`config.mk`:
```
export PLATFORM = sky130hd
export DESIGN_NAME = directive_line_classifier_top
export DESIGN_NICKNAME = d
export VERILOG_FILES = /design/src/hw/rtl/dlc_pkg.sv /design/src/hw/rtl/dlc_step.sv /design/src/hw/rtl/directive_line_classifier_top.sv
export SDC_FILE = /design/constraint.sdc
export NUM_CORES = 1
export LEC_CHECK = 0
export ABC_AREA = 0
export BUFFER_PORTS_ARGS = -buffer_cell sky130_fd_sc_hd__clkbuf_2
export CAP_MARGIN = 40
export CORE_UTILIZATION = 40
export CTS_CLUSTER_DIAMETER = 50
export CTS_CLUSTER_SIZE = 12
export DETAILED_ROUTE_END_ITERATION = 8
export GPL_TIMING_DRIVEN = 0
export HOLD_SLACK_MARGIN = 0.08
export PLACE_DENSITY = 0.63
export SYNTH_ARGS = -nofsm -noshare
export SYNTH_HDL_FRONTEND = slang
export SYNTH_SLANG_ARGS = --single-unit
```
`constraint.sdc`:
```
create_clock -name i_clk -period 1.83 [get_ports i_clk]
set_input_delay 0 -clock i_clk [delete_from_list [all_inputs] [get_ports i_clk]]
set_output_delay 0 -clock i_clk [all_outputs]
set_load 0.03 [all_outputs]
```
`src/hw/rtl/dlc_pkg.sv`:
```
// Shared codes, types and word tables for the directive line classifier.
package dlc_pkg;

    localparam int ChW    = 8;
    localparam int KindW  = 2;
    localparam int ClassW = 3;
    localparam int PhaseW = 4;
    localparam int PosW   = 3;

    localparam logic [PhaseW-1:0] PH_START = 4'd0;
    localparam logic [PhaseW-1:0] PH_LEAD  = 4'd1;
    localparam logic [PhaseW-1:0] PH_HASH  = 4'd2;
    localparam logic [PhaseW-1:0] PH_WORD  = 4'd3;
    localparam logic [PhaseW-1:0] PH_GAP1  = 4'd4;
    localparam logic [PhaseW-1:0] PH_NAME  = 4'd5;
    localparam logic [PhaseW-1:0] PH_GAP2  = 4'd6;
    localparam logic [PhaseW-1:0] PH_VALUE = 4'd7;
    localparam logic [PhaseW-1:0] PH_REST  = 4'd8;

    localparam logic [ClassW-1:0] CL_EMPTY   = 3'd0;
    localparam logic [ClassW-1:0] CL_NORMAL  = 3'd1;
    localparam logic [ClassW-1:0] CL_ERROR   = 3'd2;
    localparam logic [ClassW-1:0] CL_DEFINE  = 3'd3;
    localparam logic [ClassW-1:0] CL_UNDEF   = 3'd4;
    localparam logic [ClassW-1:0] CL_UNKNOWN = 3'd5;

    localparam logic [KindW-1:0] KIND_NAME  = 2'd0;
    localparam logic [KindW-1:0] KIND_VALUE = 2'd1;
    localparam logic [KindW-1:0] KIND_CLASS = 2'd2;

    localparam logic [ChW-1:0] CH_NL    = 8'h0A;
    localparam logic [ChW-1:0] CH_SPACE = 8'h20;
    localparam logic [ChW-1:0] CH_TAB   = 8'h09;
    localparam logic [ChW-1:0] CH_HASH  = 8'h23;

    localparam logic [PosW-1:0] POS_MAX = 3'd7;
    localparam logic [PosW-1:0] LEN_DEFINE = 3'd6;
    localparam logic [PosW-1:0] LEN_UNDEF  = 3'd5;

    // bit0: "define" still matches, bit1: "undef" still matches
    localparam logic [1:0] MATCH_ALL = 2'b11;

    typedef struct packed {
        logic [PhaseW-1:0] phase;
        logic [PosW-1:0]   word_pos;
        logic [1:0]        match;
        logic [ClassW-1:0] pend;
    } t_state;

    typedef struct packed {
        logic              valid;
        logic [KindW-1:0]  kind;
        logic [ChW-1:0]    out_byte;
        logic [ClassW-1:0] line_class;
    } t_result;

    localparam t_state STATE_RESET = '{phase: PH_START, word_pos: '0,
                                       match: MATCH_ALL, pend: CL_NORMAL};

    function automatic logic [ChW-1:0] define_char(input logic [PosW-1:0] pos);
        logic [ChW-1:0] c;
        unique case (pos)
            3'd0:    c = "d";
            3'd1:    c = "e";
            3'd2:    c = "f";
            3'd3:    c = "i";
            3'd4:    c = "n";
            3'd5:    c = "e";
            default: c = '0;
        endcase
        return c;
    endfunction

    function automatic logic [ChW-1:0] undef_char(input logic [PosW-1:0] pos);
        logic [ChW-1:0] c;
        unique case (pos)
            3'd0:    c = "u";
            3'd1:    c = "n";
            3'd2:    c = "d";
            3'd3:    c = "e";
            3'd4:    c = "f";
            default: c = '0;
        endcase
        return c;
    endfunction

endpackage

```
`src/hw/rtl/dlc_step.sv`:
```
// Per-byte next-state and result logic of the line classifier.
module dlc_step
    import dlc_pkg::*;
(
    input  t_state         i_state,
    input  logic [ChW-1:0] i_ch,
    output t_state         o_state,
    output t_result        o_result
);

    logic              nl;
    logic              blank;
    logic              letter;
    logic [ClassW-1:0] word_cls;
    logic [1:0]        wb_match;
    logic [PosW-1:0]   wb_pos;
    logic [1:0]        hash_match;

    assign nl     = (i_ch == CH_NL);
    assign blank  = (i_ch == CH_SPACE) || (i_ch == CH_TAB);
    assign letter = ((i_ch >= "A") && (i_ch <= "Z")) || ((i_ch >= "a") && (i_ch <= "z"));

    // word byte: narrow the candidates and advance the saturating position
    always_comb begin
        wb_match[0] = i_state.match[0] && (i_state.word_pos < LEN_DEFINE)
                      && (define_char(i_state.word_pos) == i_ch);
        wb_match[1] = i_state.match[1] && (i_state.word_pos < LEN_UNDEF)
                      && (undef_char(i_state.word_pos) == i_ch);
        wb_pos = (i_state.word_pos < POS_MAX) ? i_state.word_pos + 3'd1 : i_state.word_pos;
        hash_match[0] = (define_char('0) == i_ch);
        hash_match[1] = (undef_char('0) == i_ch);
    end

    always_comb begin
        priority if (i_state.match[0] && (i_state.word_pos == LEN_DEFINE)) begin
            word_cls = CL_DEFINE;
        end else if (i_state.match[1] && (i_state.word_pos == LEN_UNDEF)) begin
            word_cls = CL_UNDEF;
        end else begin
            word_cls = CL_UNKNOWN;
        end
    end

    always_comb begin
        o_state  = i_state;
        o_result = '{valid: 1'b0, kind: KIND_NAME, out_byte: '0, line_class: '0};
        if (nl) begin
            // end of line: report the class and start over
            o_state = STATE_RESET;
            o_result.valid = 1'b1;
            o_result.kind  = KIND_CLASS;
            unique case (i_state.phase)
                PH_START: o_result.line_class = CL_EMPTY;
                PH_LEAD:  o_result.line_class = CL_NORMAL;
                PH_HASH:  o_result.line_class = CL_ERROR;
                PH_WORD:  o_result.line_class = word_cls;
                default:  o_result.line_class = i_state.pend;
            endcase
        end else begin
            unique case (i_state.phase)
                PH_START, PH_LEAD: begin
                    priority if (blank) begin
                        o_state.phase = PH_LEAD;
                    end else if (i_ch == CH_HASH) begin
                        o_state.phase = PH_HASH;
                    end else begin
                        o_state.pend  = CL_NORMAL;
                        o_state.phase = PH_REST;
                    end
                end
                PH_HASH: begin
                    if (letter) begin
                        o_state.word_pos = 3'd1;
                        o_state.match    = hash_match;
                        o_state.phase    = PH_WORD;
                    end else begin
                        o_state.pend  = CL_ERROR;
                        o_state.phase = PH_REST;
                    end
                end
                PH_WORD: begin
                    if (blank) begin
                        o_state.pend  = word_cls;
                        o_state.phase = PH_GAP1;
                    end else begin
                        o_state.word_pos = wb_pos;
                        o_state.match    = wb_match;
                    end
                end
                PH_GAP1: begin
                    if (!blank) begin
                        o_state.phase     = PH_NAME;
                        o_result.valid    = 1'b1;
                        o_result.out_byte = i_ch;
                    end
                end
                PH_NAME: begin
                    if (blank) begin
                        o_state.phase = PH_GAP2;
                    end else begin
                        o_result.valid    = 1'b1;
                        o_result.out_byte = i_ch;
                    end
                end
                PH_GAP2: begin
                    if (!blank) begin
                        if (i_state.pend == CL_DEFINE) begin
                            o_state.phase     = PH_VALUE;
                            o_result.valid    = 1'b1;
                            o_result.kind     = KIND_VALUE;
                            o_result.out_byte = i_ch;
                        end else begin
                            o_state.phase = PH_REST;
                        end
                    end
                end
                PH_VALUE: begin
                    o_result.valid    = 1'b1;
                    o_result.kind     = KIND_VALUE;
                    o_result.out_byte = i_ch;
                end
                default: begin
                    // skip to end of line
                end
            endcase
        end
    end

endmodule

```
`src/hw/rtl/directive_line_classifier_top.sv`:
```
// Top level of the directive line classifier: state and result registers.
//
//  channel  direction  handshake            payload
//  input    in         i_valid / o_ready    i_ch
//  output   out        o_valid / i_ready    o_kind, o_out_byte, o_line_class
//
// One byte per cycle while not stalled: the line state updates in the cycle a
// request is taken, and its result (if any) shows on the output register the
// next cycle. Sync active-low reset returns to line start and drops any held
// result. A held result blocks input only while the consumer stalls; a request
// is taken in the same cycle the held result drains.
module directive_line_classifier_top
    import dlc_pkg::*;
(
    input  logic              i_clk,
    input  logic              i_rst_n,
    input  logic              i_valid,
    output logic              o_ready,
    input  logic [ChW-1:0]    i_ch,
    output logic              o_valid,
    input  logic              i_ready,
    output logic [KindW-1:0]  o_kind,
    output logic [ChW-1:0]    o_out_byte,
    output logic [ClassW-1:0] o_line_class
);

    t_state  r_state;
    t_state  n_state;
    t_result n_result;
    logic    r_out_valid;
    logic [KindW-1:0]  r_kind;
    logic [ChW-1:0]    r_out_byte;
    logic [ClassW-1:0] r_line_class;
    logic    accept;

    dlc_step u_step (
        .i_state  (r_state),
        .i_ch     (i_ch),
        .o_state  (n_state),
        .o_result (n_result)
    );

    assign o_ready = !r_out_valid || i_ready;
    assign accept  = i_valid && o_ready;

    always_ff @(posedge i_clk) begin
        if (!i_rst_n) begin
            r_state     <= STATE_RESET;
            r_out_valid <= 1'b0;
        end else if (accept) begin
            r_state     <= n_state;
            r_out_valid <= n_result.valid;
        end else if (i_ready) begin
            r_out_valid <= 1'b0;
        end
    end

    always_ff @(posedge i_clk) begin
        if (accept) begin
            r_kind       <= n_result.kind;
            r_out_byte   <= n_result.out_byte;
            r_line_class <= n_result.line_class;
        end
    end

    assign o_valid      = r_out_valid;
    assign o_kind       = r_kind;
    assign o_out_byte   = r_out_byte;
    assign o_line_class = r_line_class;

    a_nl_restarts: assert property (@(posedge i_clk) disable iff (!i_rst_n)
        accept && (i_ch == CH_NL) |=> (r_state.phase == PH_START)
            && (r_state.word_pos == '0) && (r_state.match == MATCH_ALL)
            && o_valid && (o_kind == KIND_CLASS))
        else $error("newline did not restart the line");

    a_class_no_byte: assert property (@(posedge i_clk) disable iff (!i_rst_n)
        o_valid && (o_kind == KIND_CLASS) |-> (o_out_byte == '0))
        else $error("class report carries a byte");

    a_byte_no_class: assert property (@(posedge i_clk) disable iff (!i_rst_n)
        o_valid && (o_kind != KIND_CLASS) |-> (o_line_class == '0))
        else $error("byte result carries a class");

    a_value_define: assert property (@(posedge i_clk) disable iff (!i_rst_n)
        o_valid && (o_kind == KIND_VALUE) |-> (r_state.pend == CL_DEFINE)
            && (r_state.phase == PH_VALUE))
        else $error("value byte outside a define line");

endmodule

```
==> results of run 1 <==
-- timing repair --
item                                   4_1_cts  5_1_grt
hold buffers                                 3        0
endpoints found under the hold margin        3        0
resized for setup                           15       33
setup buffers                                2        5
pin swaps                                    2        8
setup endpoints to repair                   13       15
-- state kept, by name, indices dropped and copies added (netlist names) --
| name | count |
|---|---|
| r_state | 12 |
| o_line_class | 3 |
| o_kind | 2 |
| o_out_byte | 8 |
| o_valid | 1 |
-- final timing paths --
path | from | depth (start not counted) | endpoint | slack (ns)
setup reg to reg | r_state[5]$_SDFFE_PN0P_ | 8 | r_state[3]$_SDFFE_PN1P_ | 0.02
setup / recovery | r_state[5]$_SDFFE_PN0P_ | 8 | r_state[3]$_SDFFE_PN1P_ | 0.02
hold / removal | i_ch[7] | 2 | o_out_byte[7]$_SDFFCE_PP0P_ | 0.14
hold reg to reg | r_state[0]$_SDFFE_PN1P_ | 2 | r_state[0]$_SDFFE_PN1P_ | 0.48
-- critical path: stages, from the launching register on --
cell	delay [ns]
dfxtp_4	0.37
buf_6	0.13
ha_4	0.16
or4_4	0.41
a21oi_2	0.13
a31oi_2	0.06
a2111oi_4	0.27
o32ai_2	0.14
nand2_1	0.08
-- cells in the final DEF (no fill, tap or decap), types with 4 or more instances in the layout --
cell type | Yosys | final
clkbuf_1 | 14 | 8
nand2_1 | 22 | 20
nor4_1 | 5 | 5
nand4_1 | 6 | 6
dfxtp_1 | 13 | 11
nand2b_1 | 6 | 6
inv_1 | 12 | 8
nor2_1 | 15 | 14
a22o_1 | 4 | 4
a21oi_1 | 19 | 18
and2_1 | 5 | 5
nand3_1 | 7 | 7
edfxtp_1 | 13 | 13
nor3_1 | 5 | 4
o21ai_0 | 7 | 6
clkbuf_2 | 0 | 29
ha_4 | 0 | 4
buf_4 | 0 | 6
-- cells by family after synthesis --
family / after synthesis
flops: 26
mux: 1
xor+xnor: 2
fa+ha+maj: 6
buf+inv: 27
simple gates: 98
compound gates: 67
-- layout make-up --
| type | count | area [µm²] | area share, % |
|---|---|---|---|
| clock buffers | 4 | 66.3 | 2.76 |
| plain buffers | 14 | 72.6 | 3.02 |
| well taps | 52 | 65.1 | 2.71 |
| inverters | 12 | 53.8 | 2.24 |
| flip-flops and latches | 26 | 658 | 27.4 |
| repair buffers | 36 | 216 | 9.02 |
| multi-input cells | 174 | 1270 | 52.8 |
-- metrics by stage --
stage               cell area [µm²]  setup TNS [ns]  setup WS (ns)
floorplan                      1900               0         0.0117
global placement               2090           -2.32         -0.419
detailed placement             2090           -2.52         -0.442
CTS                            2230         -0.0796        -0.0796
global route                   2400         -0.0488        -0.0488
finish                         2400               0         0.0173
-- per-layer routing --
metal / global-route usage [%] / share of wire, %
met5: 0 / 0
met1: 29.2 / 45
met2: 33.3 / 48
met4: 7.78 / 1.3
met3: 2.14 / 5.4
-- power by group through the flow --
stage	combinational, W	clock, W	sequential (W)
6_report	0.000183	0.000436	0.000625
5_1_grt	0.000198	0.000468	0.000627
4_1_cts	0.000175	0.000449	0.000624
3_5_place_dp	0.000169	0	0.000640
3_3_place_gp	0.000168	0	0.000640
2_1_floorplan	0.0000932	0	0.000662
==> impl_metrics.json, run 1 <==
{
  "status": "finished, violations left",
  "violations": "design-rule violations",
  "htree_levels": 1,
  "final_hold_viol_count": 0,
  "layoutNonFillerInstCount": 318,
  "slew_violations": 0,
  "dp_hpwl_mm": 3.58,
  "comb_power_share_pct": 14.7,
  "seq_area_frac_synth_pct": 34.5,
  "power_switching_w": 0.000326,
  "synth.most_common_cell": "nand2_1",
  "ant_nets": 0,
  "synth-async-reset-ratio_pct": 0,
  "die_y_um": 70.7,
  "synth_fa_ha_area_share_pct": 3.98,
  "skew_ns": 0.00294,
  "setup_viol": 0,
  "worstHoldPathType": "input pin to flop",
  "gr-total-overflow": 0,
  "grt_pass1_wl_mm": 8.20,
  "final_nets": 285,
  "worstSetupPathType": "flop to flop",
  "ios": 27,
  "clk_path_buf_depth": 2,
  "clockPowerShare_pct": 35.1,
  "clkSinkCount": 26,
  "leakagePower_nw": 0.900,
  "synth_seq_cells": 26,
  "fill_cells": 430,
  "worstMarginPinSlew_ns": 0.493,
  "drc": 4,
  "synth_edf_count": 13,
  "gp_congestion": 0.937,
  "synth_area_leaders": "edfxtp_1 21%, dfxtp_1 14%, a21oi_1 5.0%, nand2_1 4.4%, ha_1 4.0%",
  "synth_top_area_share_pct": 20.7,
  "fin_crit_sh_pct": 99.1,
  "path_clk_slew_ns": 0.10,
  "endpoint_kind": "flop",
  "p_per_area_mw_per_mm2": 518,
  "die_area_mm2": 0.00499,
  "num_rows": 24,
  "start_util_pct": 42.4,
  "synth-simple-area-share_pct": 29.3,
  "netlist-cell-type-count": 58,
  "min_period_ns": 1.81,
  "drtIter0Drc": 203,
  "syn_area_mm2": 0.00189,
  "yosys.area_share.xor_xnor_pct": 0.929,
  "fmax_mhz": 552,
  "diodes": 0,
  "dpl.cell_count": 305,
  "seqPwrFrac_pct": 50.2,
  "worst_hold_slack_ns": 0.143,
  "synth_nets": 245,
  "cts_made_buffers": 3,
  "first_pass_iters": 6,
  "synth_top_family_by_area": "simple AND/OR/NAND/NOR gates",
  "start_kind": "flop",
  "rsz0062_at_grt": "true",
  "coreArea_mm2": 0.00444,
  "dieWidth_um": 70.7,
  "drv_cap": 0,
  "grt_pass1_vias": 1670,
  "syn2layout_area_growth_pct": 27.3,
  "cts_root_buffer": "clkbuf_8",
  "intPower_w": 0.000918,
  "cp_data_required_time_ns": 2.05,
  "finalPower_w": 0.00124,
  "synthFlopType": "edfxtp_1",
  "synthTopCellsByCount": "22 x nand2_1, 19 x a21oi_1, 15 x nor2_1",
  "max_slew_margin_pct": 67.1,
  "synth_compound_area_share_pct": 25.2,
  "vias": 1887,
  "drive_gt1_share_pct": 30.1,
  "routedWlPerCell_um": 15.9,
  "port_buffers": 26,
  "synth_warnings": 0,
  "cp.arrival_ns": 2.04,
  "synth.avg_cell_area_um2": 8.31,
  "synthCells": 227,
  "critPathMaxFanout": 5,
  "ir_drop_mv": 0.267,
  "antenna_found_initial": 0,
  "synthMuxAreaShare_pct": 0.597,
  "grt_max_degree": 16,
  "viasPerCell": 5.93,
  "track_usage_pct": 20.8,
  "final_core_util_pct": 54.0,
  "tritoncts": "yes",
  "clock_latency_ns": 0.27,
  "yosysTopAreaCell": "edfxtp_1",
  "drt-total-wl_mm": 5.05,
  "netSwitchingFraction_pct": 26.2
}
No activity file was read; power rests on OpenSTA's default activity.
==> inputs of run 2 (changes only) <==
Settings changed: SETUP_SLACK_MARGIN set to 0.4.
==> impl_metrics.json, run 2 (synthesized netlist as in run 1, its figures left out) <==
{
  "vias": 2079,
  "status": "finished, violations left",
  "cts_made_buffers": 3,
  "coreArea_mm2": 0.00444,
  "violations": "design-rule violations",
  "start_kind": "flop",
  "tritoncts": "yes",
  "dp_hpwl_mm": 3.68,
  "min_period_ns": 1.83,
  "worstMarginPinSlew_ns": 0.479,
  "reg2reg_depth": 8,
  "die_y_um": 70.7,
  "p_per_area_mw_per_mm2": 436,
  "critPathMaxStageDelay_ns": 0.48,
  "start_util_pct": 42.4,
  "design_area_mm2": 0.00304,
  "die_area_mm2": 0.00499,
  "rsz0062_at_grt": "true",
  "cp_data_required_time_ns": 2.05,
  "ir_drop_mv": 0.236,
  "path_clk_slew_ns": 0.10,
  "final_common_cell": "clkbuf_2",
  "drt-total-wl_mm": 6.21,
  "grt_pass1_wl_mm": 9.51,
  "syn2layout_area_growth_pct": 61.2,
  "hold_start": "i_ch[7]",
  "cts_root_buffer": "clkbuf_8",
  "fin_crit_sh_pct": 99.9,
  "drc": 2,
  "first_pass_iters": 6,
  "r2r_slack_ns": 0.003,
  "crit_start": "r_state[6]$_SDFFE_PN0P_",
  "path_cells": "inv_4 -> ha_4 -> or4_4 -> a21oi_2 -> a31oi_2 -> a2111oi_4 -> o32ai_2 -> nand2_1",
  "largest-register": "r_state",
  "drtIter0Drc": 236,
  "diodes": 0,
  "ant_nets": 0,
  "gp_congestion": 0.898,
  "final_hold_viol_count": 0,
  "slew_violations": 0,
  "routedWlPerCell_um": 17.8,
  "largest_reg_flops": 12,
  "setup_viol": 0,
  "fmax_mhz": 547,
  "skew_ns": 0.00964,
  "dpl.cell_count": 305,
  "clkSinkCount": 26,
  "cpMaxStageDelayCell": "or4_4",
  "ios": 27,
  "final_core_util_pct": 68.4,
  "final_nets": 315,
  "hold_depth": 5,
  "viasPerCell": 5.97,
  "worstHoldPathType": "input pin to flop",
  "r2r_start": "r_state[6]$_SDFFE_PN0P_",
  "reg2reg_to": "r_state[3]$_SDFFE_PN1P_",
  "clock_latency_ns": 0.28,
  "min_to": "r_state[4]$_SDFFE_PN1P_",
  "track_usage_pct": 23.9,
  "clk_path_buf_depth": 2,
  "critPathMaxFanout": 3,
  "endpoint_kind": "flop",
  "antenna_found_initial": 0,
  "worstSetupPathType": "flop to flop",
  "drive_gt1_share_pct": 50.0,
  "gr-total-overflow": 0,
  "fin_ws_ns": 0.00271,
  "dpl_cell_area_mm2": 0.00222,
  "leakagePower_nw": 1.13,
  "cp.arrival_ns": 2.05,
  "layoutNonFillerInstCount": 348,
  "grt_max_degree": 16,
  "drv_cap": 0,
  "num_rows": 24,
  "finalSetupTns_ns": 0,
  "grt_pass1_vias": 1926,
  "layout_common_cells": "29 x clkbuf_2, 26 x buf_4, 18 x nand2_1",
  "dieWidth_um": 70.7,
  "htree_levels": 1,
  "place_ws_ns": -0.320,
  "port_buffers": 26,
  "max_slew_margin_pct": 68.0
}
[run 2: changes by cell type in the layout (fill, tap and decap cells not counted), moves of 4 or more]
cell | before | now
buf_4 | 6 | 26
dfxtp_4 | 2 | 6
clkbuf_1 | 8 | 2
nor2_4 | 1 | 5
dfxtp_1 | 11 | 6
clkbuf_8 | 3 | 7
buf_6 | 1 | 11
a21oi_1 | 18 | 14
[run 2: power by group]
group	total, W	internal (W)	switching (W)	leakage [nW]
Sequential	0.000618	0.000614	0.00000497	0.244
Clock	0.000432	0.000238	0.000194	0.0339
Combinational	0.000274	0.000113	0.000161	0.850
Total	0.00132	0.000965	0.000360	1.13
[run 2: metal layers]
layer	up-vias	part of all wire, %	track usage [%]
li1	995	-	-
met2	52	50	41.1
met5	-	0	0
met1	1019	44	31.8
met3	13	3.7	2.56
met4	0	1.7	7.56
[run 2: repair_timing]
action,CTS,global route
hold buffers,4,0
hold endpoints to repair,4,0
gates cloned,0,0
setup endpoints to repair,24,24
buffers inserted,24,11
resized for setup,54,54
pin swaps,22,32
[run 2: final cells by class]
type,instances,area [µm²]
Clock buffer,4,66.3
Tap cell,52,65.1
Fill cell,328,1410
Buffer,15,129
Multi-Input combinational cell,174,1540
Inverter,12,57.6
Sequential cell,26,674
Timing Repair Buffer,65,503
[run 2: worst max-delay path by stage]
stage / end / cells past startpoint
2_1_floorplan: r_state[3]$_SDFFE_PN1P_ / 8
3_3_place_gp: r_state[3]$_SDFFE_PN1P_ / 8
3_5_place_dp: r_state[3]$_SDFFE_PN1P_ / 8
4_1_cts: r_state[3]$_SDFFE_PN1P_ / 8
5_1_grt: r_state[3]$_SDFFE_PN1P_ / 9
6_report: r_state[3]$_SDFFE_PN1P_ / 8
[run 2: through the flow]
step                      hold WS (ns)  power, W
after floorplan                 0.0689  0.000769
after global placement           0.254  0.000825
after detailed placement         0.262  0.000827
after CTS                        0.111   0.00129
after global routing             0.233   0.00136
final                            0.198   0.00132
[run 2: worst max-delay path, delay by kind of cell, from the launching register on]
family | cells | cell delay [ns]
AO/OA/AOI/OAI | 4 | 0.65
AND/OR/NAND/NOR | 2 | 0.55
flip-flops | 1 | 0.37
adder cells (fa/ha/maj) | 1 | 0.15
buffers and inverters | 1 | 0.05
